## src/rtl/ped_pkg.sv

```systemverilog
// Shared types and constants for the pairwise Euclidean distance block.
// No dependencies; used by the top level and by the port checker.
package ped_pkg;

  localparam int unsigned COORD_W = 16;
  localparam int unsigned MAG_W   = COORD_W + 1;
  localparam int unsigned PROD_W  = 2 * MAG_W;
  localparam int unsigned DIST_W  = 18;
  localparam int unsigned SUM_W   = 2 * DIST_W;
  localparam int unsigned REM_W   = DIST_W + 3;
  localparam int unsigned STEP_W  = $clog2(DIST_W + 1);
  localparam int unsigned CFG_W   = 4;
  localparam int unsigned NPTS_W  = 4;
  localparam int unsigned NDIMS_W = 3;

  localparam logic [NPTS_W-1:0]  NPTS_RESET  = 4'd8;
  localparam logic [NDIMS_W-1:0] NDIMS_RESET = 3'd4;

  // register indexes on the configuration port
  localparam logic CFG_POINTS = 1'b0;
  localparam logic CFG_DIMS   = 1'b1;

  // input item kinds
  localparam logic KIND_WRITE   = 1'b0;
  localparam logic KIND_COMPUTE = 1'b1;

  typedef struct packed {
    logic        kind;
    logic [2:0]  point_index;
    logic [1:0]  dim_index;
    logic signed [15:0] coord_value;
  } in_item_t;

  typedef struct packed {
    logic [2:0]  row_point;
    logic [2:0]  col_point;
    logic [17:0] distance;
    logic        last;
  } out_item_t;

endpackage

```

## src/rtl/ped_ram.sv

```systemverilog
// Generic single-port RAM with registered read data.
// No dependencies; holds the coordinate store of the distance block.
module ped_ram #(
  parameter  int unsigned WIDTH = 16,
  parameter  int unsigned DEPTH = 32,
  localparam int unsigned AddrW = (DEPTH > 1) ? $clog2(DEPTH) : 1
) (
  input  logic             clk_i,
  input  logic             we_i,
  input  logic [AddrW-1:0] addr_i,
  input  logic [WIDTH-1:0] wdata_i,
  output logic [WIDTH-1:0] rdata_o
);

  logic [WIDTH-1:0] mem_q [DEPTH];

  always_ff @(posedge clk_i) begin
    if (we_i) begin
      mem_q[addr_i] <= wdata_i;
    end
    rdata_o <= mem_q[addr_i];
  end

endmodule

```

## src/rtl/pairwise_euclidean_distance.sv

```systemverilog
// Pairwise Euclidean distance over a small coordinate store. A write item
// (kind 0) stores one signed Q8.8 coordinate; writes to a point or
// dimension beyond the store are dropped. A compute item (kind 1) emits
// one result per pair, outer point j ascending, inner point i > j ascending,
// with last set on the final pair; fewer than two points gives no results.
// Each distance is floor(sqrt(sum of squared differences)) in unsigned Q.8.
// For each pair, each dimension in use reads two coordinates from the
// single-port store and passes the shared subtract, multiply and accumulate
// path, then an 18-step bit-serial square root runs and the result waits
// out any output stall. The input is stalled for the whole run. The
// coordinate store is not cleared by reset; read only written entries.
module pairwise_euclidean_distance #(
  parameter int unsigned MAX_POINTS = 8,
  parameter int unsigned MAX_DIMS   = 4
) (
  input  logic                        clk_i,
  input  logic                        rst_ni,
  input  logic                        cfg_we_i,
  input  logic                        cfg_idx_i,
  input  logic [ped_pkg::CFG_W-1:0]   cfg_data_i,
  input  logic                        in_valid_i,
  output logic                        in_stall_o,
  input  ped_pkg::in_item_t           in_data_i,
  output logic                        out_valid_o,
  input  logic                        out_stall_i,
  output ped_pkg::out_item_t          out_data_o
);

  localparam int unsigned PtW   = (MAX_POINTS > 1) ? $clog2(MAX_POINTS) : 1;
  localparam int unsigned DimW  = (MAX_DIMS > 1) ? $clog2(MAX_DIMS) : 1;
  localparam int unsigned DcntW = $clog2(MAX_DIMS + 1);
  localparam int unsigned Depth = MAX_POINTS * (2 ** DimW);
  localparam int unsigned AddrW = PtW + DimW;

  typedef enum logic [7:0] {
    S_IDLE = 8'b0000_0001,
    S_RDA  = 8'b0000_0010,
    S_RDB  = 8'b0000_0100,
    S_DIFF = 8'b0000_1000,
    S_SQR  = 8'b0001_0000,
    S_ACC  = 8'b0010_0000,
    S_ROOT = 8'b0100_0000,
    S_OUT  = 8'b1000_0000
  } state_e;

  state_e state_q, state_d;

  logic [ped_pkg::NPTS_W-1:0]  npts_q;
  logic [ped_pkg::NDIMS_W-1:0] ndims_q;
  logic [PtW-1:0]              i_q, i_d, j_q, j_d;
  logic [DcntW-1:0]            s_q, s_d;
  logic [ped_pkg::STEP_W-1:0]  step_q, step_d;

  logic [ped_pkg::COORD_W-1:0] a_q, a_d;
  logic [ped_pkg::MAG_W-1:0]   mag_q, mag_d;
  logic [ped_pkg::PROD_W-1:0]  prod_q, prod_d;
  logic [ped_pkg::SUM_W-1:0]   sum_q, sum_d;
  logic [ped_pkg::SUM_W-1:0]   rad_q, rad_d;
  logic [ped_pkg::REM_W-1:0]   rem_q, rem_d;
  logic [ped_pkg::DIST_W-1:0]  root_q, root_d;
  ped_pkg::out_item_t          out_q, out_d;

  logic [3:0]                  n_eff, p_eff;
  logic                        ram_we;
  logic [AddrW-1:0]            ram_addr;
  logic [ped_pkg::COORD_W-1:0] ram_wdata, ram_rdata;

  logic [31:0]                 wr_pt, wr_dm, i_wide, j_wide, n_wide, p_wide;
  logic signed [ped_pkg::MAG_W-1:0] diff;
  logic [ped_pkg::SUM_W-1:0]   sum_nx;
  logic [ped_pkg::REM_W-1:0]   rem_sh, trial;
  logic                        root_bit;
  logic [ped_pkg::DIST_W-1:0]  root_nx;
  logic                        pair_go, root_go;
  logic [ped_pkg::SUM_W-1:0]   root_rad;

  // clamp the configured counts to the store size
  always_comb begin
    if (32'(npts_q) > MAX_POINTS) begin
      n_eff = 4'(MAX_POINTS);
    end else begin
      n_eff = npts_q;
    end
    if (32'(ndims_q) > MAX_DIMS) begin
      p_eff = 4'(MAX_DIMS);
    end else begin
      p_eff = 4'(ndims_q);
    end
  end

  assign wr_pt  = 32'(in_data_i.point_index);
  assign wr_dm  = 32'(in_data_i.dim_index);
  assign i_wide = 32'(i_q);
  assign j_wide = 32'(j_q);
  assign n_wide = 32'(n_eff);
  assign p_wide = 32'(p_eff);

  assign diff   = {a_q[ped_pkg::COORD_W-1], a_q}
                - {ram_rdata[ped_pkg::COORD_W-1], ram_rdata};
  assign sum_nx = sum_q + ped_pkg::SUM_W'(prod_q);

  // one restoring square-root step: bring down two radicand bits
  assign rem_sh   = {rem_q[ped_pkg::REM_W-3:0], rad_q[ped_pkg::SUM_W-1 -: 2]};
  assign trial    = ped_pkg::REM_W'({root_q, 2'b01});
  assign root_bit = (rem_sh >= trial);
  assign root_nx  = {root_q[ped_pkg::DIST_W-2:0], root_bit};

  always_comb begin
    state_d   = state_q;
    i_d       = i_q;
    j_d       = j_q;
    s_d       = s_q;
    step_d    = step_q;
    a_d       = a_q;
    mag_d     = mag_q;
    prod_d    = prod_q;
    sum_d     = sum_q;
    rad_d     = rad_q;
    rem_d     = rem_q;
    root_d    = root_q;
    out_d     = out_q;
    ram_we    = 1'b0;
    ram_addr  = {i_q, s_q[DimW-1:0]};
    ram_wdata = in_data_i.coord_value;
    pair_go   = 1'b0;
    root_go   = 1'b0;
    root_rad  = sum_nx;

    case (state_q)
      S_IDLE: begin
        if (in_valid_i) begin
          if (in_data_i.kind == ped_pkg::KIND_WRITE) begin
            ram_addr = {wr_pt[PtW-1:0], wr_dm[DimW-1:0]};
            ram_we   = (wr_pt < MAX_POINTS) && (wr_dm < MAX_DIMS);
          end else if (n_wide >= 32'd2) begin
            i_d     = PtW'(1);
            j_d     = '0;
            pair_go = 1'b1;
          end
        end
      end
      S_RDA: begin
        state_d = S_RDB;
      end
      S_RDB: begin
        ram_addr = {j_q, s_q[DimW-1:0]};
        a_d      = ram_rdata;
        state_d  = S_DIFF;
      end
      S_DIFF: begin
        mag_d   = diff[ped_pkg::MAG_W-1] ? ped_pkg::MAG_W'(-diff)
                                         : ped_pkg::MAG_W'(diff);
        state_d = S_SQR;
      end
      S_SQR: begin
        prod_d  = mag_q * mag_q;
        state_d = S_ACC;
      end
      S_ACC: begin
        sum_d = sum_nx;
        if (32'(s_q) + 32'd1 < p_wide) begin
          s_d     = s_q + DcntW'(1);
          state_d = S_RDA;
        end else begin
          root_go = 1'b1;
        end
      end
      S_ROOT: begin
        rad_d  = {rad_q[ped_pkg::SUM_W-3:0], 2'b00};
        rem_d  = root_bit ? (rem_sh - trial) : rem_sh;
        root_d = root_nx;
        step_d = step_q + ped_pkg::STEP_W'(1);
        if (32'(step_q) == ped_pkg::DIST_W - 1) begin
          out_d.row_point = i_wide[2:0];
          out_d.col_point = j_wide[2:0];
          out_d.distance  = root_nx;
          out_d.last      = (i_wide + 32'd1 == n_wide) && (j_wide + 32'd2 == n_wide);
          state_d         = S_OUT;
        end
      end
      S_OUT: begin
        if (!out_stall_i) begin
          if (i_wide + 32'd1 < n_wide) begin
            i_d     = i_q + PtW'(1);
            pair_go = 1'b1;
          end else if (j_wide + 32'd2 < n_wide) begin
            j_d     = j_q + PtW'(1);
            i_d     = j_q + PtW'(2);
            pair_go = 1'b1;
          end else begin
            state_d = S_IDLE;
          end
        end
      end
      default: begin
        state_d = S_IDLE;
      end
    endcase

    // open a new pair: clear the sum, skip straight to the root with no dims
    if (pair_go) begin
      s_d   = '0;
      sum_d = '0;
      if (p_eff == 4'd0) begin
        root_go  = 1'b1;
        root_rad = '0;
      end else begin
        state_d = S_RDA;
      end
    end

    if (root_go) begin
      rad_d   = root_rad;
      rem_d   = '0;
      root_d  = '0;
      step_d  = '0;
      state_d = S_ROOT;
    end
  end

  ped_ram #(
    .WIDTH (ped_pkg::COORD_W),
    .DEPTH (Depth)
  ) u_store (
    .clk_i   (clk_i),
    .we_i    (ram_we),
    .addr_i  (ram_addr),
    .wdata_i (ram_wdata),
    .rdata_o (ram_rdata)
  );

  always_ff @(posedge clk_i or negedge rst_ni) begin
    if (!rst_ni) begin
      state_q <= S_IDLE;
      npts_q  <= ped_pkg::NPTS_RESET;
      ndims_q <= ped_pkg::NDIMS_RESET;
      i_q     <= '0;
      j_q     <= '0;
      s_q     <= '0;
      step_q  <= '0;
    end else begin
      state_q <= state_d;
      i_q     <= i_d;
      j_q     <= j_d;
      s_q     <= s_d;
      step_q  <= step_d;
      if (cfg_we_i) begin
        case (cfg_idx_i)
          ped_pkg::CFG_POINTS: npts_q  <= cfg_data_i;
          ped_pkg::CFG_DIMS:   ndims_q <= cfg_data_i[ped_pkg::NDIMS_W-1:0];
          default: ;
        endcase
      end
    end
  end

  always_ff @(posedge clk_i) begin
    a_q    <= a_d;
    mag_q  <= mag_d;
    prod_q <= prod_d;
    sum_q  <= sum_d;
    rad_q  <= rad_d;
    rem_q  <= rem_d;
    root_q <= root_d;
    out_q  <= out_d;
  end

  assign in_stall_o  = (state_q != S_IDLE);
  assign out_valid_o = (state_q == S_OUT);
  assign out_data_o  = out_q;

endmodule

```

## config.mk

```make
export PLATFORM = sky130hd
export DESIGN_NAME = pairwise_euclidean_distance
export DESIGN_NICKNAME = d
export VERILOG_FILES = /design/src/rtl/ped_pkg.sv /design/src/rtl/ped_ram.sv /design/src/rtl/pairwise_euclidean_distance.sv
export SDC_FILE = /design/constraint.sdc
export NUM_CORES = 2
export LEC_CHECK = 0
export BUFFER_PORTS_ARGS = -buffer_cell sky130_fd_sc_hd__buf_2
export CAP_MARGIN = 10
export CELL_PAD_IN_SITES_DETAIL_PLACEMENT = 1
export CELL_PAD_IN_SITES_GLOBAL_PLACEMENT = 1
export CORE_ASPECT_RATIO = 0.6
export CORE_MARGIN = 1.5
export CORE_UTILIZATION = 50
export CTS_BUF_LIST = sky130_fd_sc_hd__clkbuf_8
export CTS_CLUSTER_DIAMETER = 120
export DETAILED_ROUTE_END_ITERATION = 8
export GPL_TIMING_DRIVEN = 0
export PLACE_DENSITY = 0.81
export SETUP_SLACK_MARGIN = 0.1
export SLEW_MARGIN = 20
export SYNTH_ARGS = -nofsm -noshare
export SYNTH_HDL_FRONTEND = slang
export SYNTH_SLANG_ARGS = --single-unit
```

## constraint.sdc

```tcl
create_clock -name clk_i -period 6.05 [get_ports clk_i]
set_input_delay 1.21 -clock clk_i [delete_from_list [all_inputs] [get_ports clk_i]]
set_output_delay 1.21 -clock clk_i [all_outputs]
set_load 0.01 [all_outputs]
```

# Yosys cells after proc, flatten, opt, wreduce, memory -nomap -nowiden

Memory sizes are Yosys's and may differ from the RTL's. A register that Yosys moved wholly into a read port is not among the register bits.
Cells that the tools add are included.

Flip-flop bits (word level): 230
RAM bits: 512
Input port bits: 32
Output and inout bits: 27
Logic and storage cells: 130
Memories kept: 1

Memories:

| name          | words | width | read ports | clocked after memory_dff | wr ports | RTL line      | text |
|---|---|---|---|---|---|---|---|
| u_store.mem_q | 32    | 16    | 1          | 1                        | 1        | ped_ram.sv:15 | `logic [WIDTH-1:0] mem_q [DEPTH];` |

$add $sub $neg: 12
$mul: 1
Magnitude comparators: 9
Eq/ne operators: 19
Mux-type cells: 55
Bitwise operators: 1
Reductions and logical operators: 13

Operators with widths:

| kind                | number |
|---|---|
| $mux 36             | 4 |
| $eq 32x4->1         | 2 |
| $mux 8              | 8 |
| $pmux 8 s8          | 1 |
| $mux 3              | 16 |
| $add 36x34->36      | 1 |
| $mul 17x17->34      | 1 |
| $ge 21x20->1        | 1 |
| $mux 5              | 4 |
| $mux 19             | 1 |
| $sub 19x19->19      | 1 |
| $neg 17->17         | 1 |
| $sub 16x16->17      | 1 |
| $mux 16             | 1 |
| $mux 1              | 15 |
| $lt 4x4->1          | 3 |
| $pmux 3 s2          | 2 |
| $ne 2x2->1 const B  | 5 |
| $pmux 5 s2          | 1 |
| $add 3x1->3 const B | 3 |
| $add 3x1->4 const B | 2 |
| $eq 8x1->1 const B  | 1 |
| $eq 8x2->1 const B  | 1 |
| $eq 8x3->1 const B  | 1 |
| 26 further kinds    | 33 |

# Longest topological paths before layout

Depth after elaboration: 10
Gate-level depth with buffers: 25
Gate-level depth less buffers: 24

# By module

From an unflattened synthesis, not the netlist that was laid out.

Cell total of the unflattened synthesis: 3,210
Area, all modules: 40,526.4 um2

By module, submodules not included:

| module                      | times used | cells each | area an instance (um2) | seq. area each (um2) |
|---|---|---|---|---|
| pairwise_euclidean_distance | 1          | 2,124      | 20,467.1               | 6,004.5 |
| ped_ram                     | 1          | 1,086      | 20,059.2               | 15,695.1 |

# Least setup slack after synthesis

OpenSTA, ideal clock, no wires.

Kind: flip-flop to flip-flop
From: register mag_q[14] in the netlist's numbering
To: register prod_q[31] in the netlist's numbering, data pin
Library setup time: 266 ps
Data arrival time: 6,209 ps
Data required time: 5,784 ps
Setup slack: -424 ps
Stages on the path, launching flop included: 23
Path buffers: 2
Period minus slack after synthesis: 6,474 ps
Path through: edfxtp_1 -> clkbuf_1 -> clkbuf_1 -> nand2_1 -> fa_1 -> inv_1 -> fa_1 -> fa_1 -> fa_1 -> fa_1 -> inv_1 -> fa_1 -> inv_1 -> ha_1 -> a21o_1 -> a211o_1 -> a21oi_1 -> o21ai_0 -> a41oi_1 -> a21oi_1 -> a2111oi_0 -> nor3_1 -> xor2_1

Cells in the longest elaborated chain, start to end: 1

Ends and longest elaborated chain:

| what                     | RTL line                           | text |
|---|---|---|
| start: declaration       | pairwise_euclidean_distance.sv:55  | `logic [ped_pkg::MAG_W-1:0] mag_q, mag_d;` |
| start signal: assignment | pairwise_euclidean_distance.sv:259 | `mag_q <= mag_d;` |
| $mul 17x17->34           | pairwise_euclidean_distance.sv:156 | `prod_d = mag_q * mag_q;` |
| end signal: assignment   | pairwise_euclidean_distance.sv:260 | `prod_q <= prod_d;` |
| end: declaration         | pairwise_euclidean_distance.sv:56  | `logic [ped_pkg::PROD_W-1:0] prod_q, prod_d;` |

Every way passes these cells.
A chain may end at the register's enable or synchronous reset.

# Worst setup path after layout

From: register mag_q[0] in the netlist's numbering
To: register prod_q[33] in the netlist's numbering, data pin

The elaborated chain is that of the path after synthesis.

==> metrics.md <==
| Metric | Value |
|---|---|
| Drt total wl | `147000 um` |
| Syn Nets | `3419` |
| Failing checks | `DRC, setup timing` |
| Static Leak | `about 18 nW` |
| Total GRT Usage | `0.331` |
| Die width | `370 um` |
| Clk_skew | `0.0792 ns` |
| Critical path type | `reg -> reg` |
| Period utilization | `1.10` |
| Hold_buf cts | `0` |
| Worst hold path class | `reg -> reg` |
| CTS HTree Levels | `3` |
| Clock root cell | `clkbuf_8` |
| Post-DR vias/cell | `6.53` |
| Flop2flop setup slack | `-0.61 ns` |
| Max Cap Viol | `0` |
| Worst r2r dst | `prod_q[33]` |
| Vias in the first global route | `29700` |
| Row count | `80` |
| Most frequent CP cell | `fa_1` |
| Gate Count Post-Synth | `about 3000` |
| Ys async rst share | `0.0383` |
| Area of the mapped netlist | `40400 um2` |
| GP Congestion | `0.938` |
| Post-route insts no fill | `4461` |
| Synth area leaders | `edfxtp_1 (47%), fa_1 (9.5%), mux4_2 (7.1%)` |
| Leading area contributor after synthesis | `edfxtp_1` |
| Most frequent cell after synthesis | `edfxtp_1` |
| Worst path cell trace | `and2_1 -> inv_1 -> fa_1 -> inv_1 -> fa_1 -> ha_2 -> fa_1 -> inv_1 -> fa_1 -> fa_1 -> inv_2 -> ha_4 -> o21ai_2 -> a21oi_2 -> o211ai_1 -> buf_4 -> o31ai_4 -> a41oi_4 -> a21oi_4 -> a21o_1 -> nor3_1 -> a211o_1` |
| Min cycle time layout | `~6.7 ns` |
| Commonest cells post-synth | `edfxtp_1 (639), inv_1 (337), nand2_1 (235), ha_1 (198), fa_1 (191)` |
| CTS sink count | `between 700 and 800` |
| Core ar. | `79800 um2` |
| Setup crit start | `mag_q[0]` |
| Largest net degree at the start of global routing | `37` |
| Fraction of layout cells with a size suffix above 1 | `0.223` |
| Antenna violations before repair | `13` |
| Buffers and inverters on the worst path | `5` |
| Synth unique cells | `about 90` |
| Initial DRC Count | `3910` |
| Yosys warnings | `0` |
| Outcome | `finished, violations left` |
| Worst path depth | `22` |
| Post-DP HPWL | `90600 um` |
| CTS tree | `built` |
| Final setup fails | `20` |
| Main flop type after synthesis | `edfxtp_1` |
| Peak VDD IR | `0.193 mV` |
| Post-Place Setup Slack | `-1.18 ns` |
| CTS buffer count | `104` |
| Clk_lat worst skew | `0.81 ns` |
| CP endpoint kind | `flop` |
| Inst Count DP | `a little over 4000` |
| Slowest cell delay on critical path | `0.72 ns` |
| Max Root-Sink Buffers | `3` |
| DR vias | `between 20000 and 30000` |
| Initial Util | `0.506` |
| Pwr/cell area | `285 nW/um2` |
| Post-Syn Area per Cell | `around 13 um2` |
| Drt pass-1 iters | `7` |
| Largest delay share family, worst path | `adder cells` |
| CP Capture Point | `prod_q[33]` |
| Crit path DAT | `7.18 ns` |
| Final Hold Viols | `0` |
| Final nets | `3720` |
| Die Ht | `around 220 um` |
| Reg clk slew, reported paths | `0.10 ns` |
| Post-synth EDFFs | `about 640` |
| Total grt overflow | `0` |
| Crit start category | `flop` |
| Slew @ Worst Pin | `between 1 and 1.5 ns` |
| Hold_ws | `0.420 ns` |
| Peak Freq | `150 MHz` |
| Avg WL per Cell | `32.9 um` |
| Port Buf Inserts | `58` |
| Final WS setup | `-0.606 ns` |
| Setup TNS Final | `-6.39 ns` |
| DRC Markers | `14` |
| R2r startpoint | `mag_q[0]` |
| Post-synthesis sequential area ratio | `0.537` |
| Ports | `59` |
| Crit Path Max Fanout | `10` |
| Post-route ant nets | `0` |
| Worst slew margin | `0.287` |
| First-pass GRT wire length | `199000 um` |
| R2R cell count | `22` |
| Worst EP required | `6.57 ns` |
| Area growth syn-to-layout | `15.4%` |
| Synth top area share | `0.475` |
| Max-slew violations | `0` |
| FF+latch count, synth | `757` |
| RSZ-0062 raised after global routing | `yes` |
| Die ar. | `82600 um2` |
| Worst path slowest cell | `edfxtp_1` |
[layout by cell type, fill, tap and decap left out, types with 35 or more instances in the layout]
cell type	instances
a21oi_1	99
a22oi_1	67
and2_1	47
buf_2	78
buf_4	102
buf_6	43
clkbuf_1	41
clkbuf_8	119
dfxtp_1	89
edfxtp_1	639
fa_1	178
ha_1	180
inv_1	346
mux4_2	128
nand2_1	214
nand3_1	52
nor2_1	94
o21ai_0	69
o21ai_1	35
xnor2_1	77
[power by group]
group,switching [mW],internal [mW]
clock network,2.22,2.14
registers,0.177,5.91
logic,1.80,1.05
total,4.20,9.09
[per-layer routing]
metal,GRT usage,vias up,part of all wire
met1,0.464,14800,0.38
li1,-,11500,-
met2,0.487,2294,0.43
met5,0,-,0.0010
met4,0.115,14,0.052
met3,0.107,580,0.14
[flip-flops by register name (all words and copies together), names as in the netlist, 4 cells and up]
signal	cells
u_store.mem_q	512
root_q	18
prod_q	33
mag_q	17
out_data_o	25
rad_q	36
a_q	16
u_store.rdata_o	16
rem_q	19
state_q	8
step_q	5
npts_q	4
sum_q	36
[how the worst min path moves through the flow]
stage	start	to	slack (ns)	cells after the start
after detailed placement	root_q[0]	out_data_o[2]	0.43	0
after CTS	root_q[0]	out_data_o[2]	0.44	0
final	u_store.rdata_o[8]	a_q[8]	0.42	0
after floorplan	u_store.rdata_o[10]	a_q[10]	0.41	0
after global routing	u_store.rdata_o[8]	a_q[8]	0.45	0
after global placement	u_store.rdata_o[4]	a_q[4]	0.42	0
[through the flow]
step	power [mW]	utilization	area, um2
final	13.3	0.584	46600
after global placement	8.55	0.529	42200
after CTS	12.9	0.575	45900
after detailed placement	8.74	0.535	42700
after global routing	13.6	0.584	46600
after floorplan	7.90	-	40600
[what timing repair did]
| action | 4_1_cts | 5_1_grt |
|---|---|---|
| pin swaps | 73 | 79 |
| gates resized for setup | 107 | 120 |
| gates cloned | 1 | 0 |
| endpoints found under the setup margin | 21 | 21 |
| setup buffers | 74 | 32 |
[kinds of logic (layout without fill, tap and decap cells)]
logic type,Yosys count,count (layout),share of synthesized area
DFF,757,757,0.537
and+or+nand+nor,657,657,0.0801
AOI/OAI and AO/OA,490,490,0.0807
buffers and inverters,438,828,0.0438
adders and majority gates,389,389,0.156
muxes,147,147,0.0763
xor gates and xnor gates,120,120,0.0260
other,0,7,0
[area by class of cell]
type,instances,area [um2]
plain buffers,101,717
well taps,1066,1330
fillers,7807,33200
diodes,7,17.5
clock buffers,111,1530
clock inverters,84,634
multi-input cells,1803,17800
repair buffers,195,1580
inverters,337,1280
flip-flops and latches,757,21700
Power figures use the tool's default switching activity.
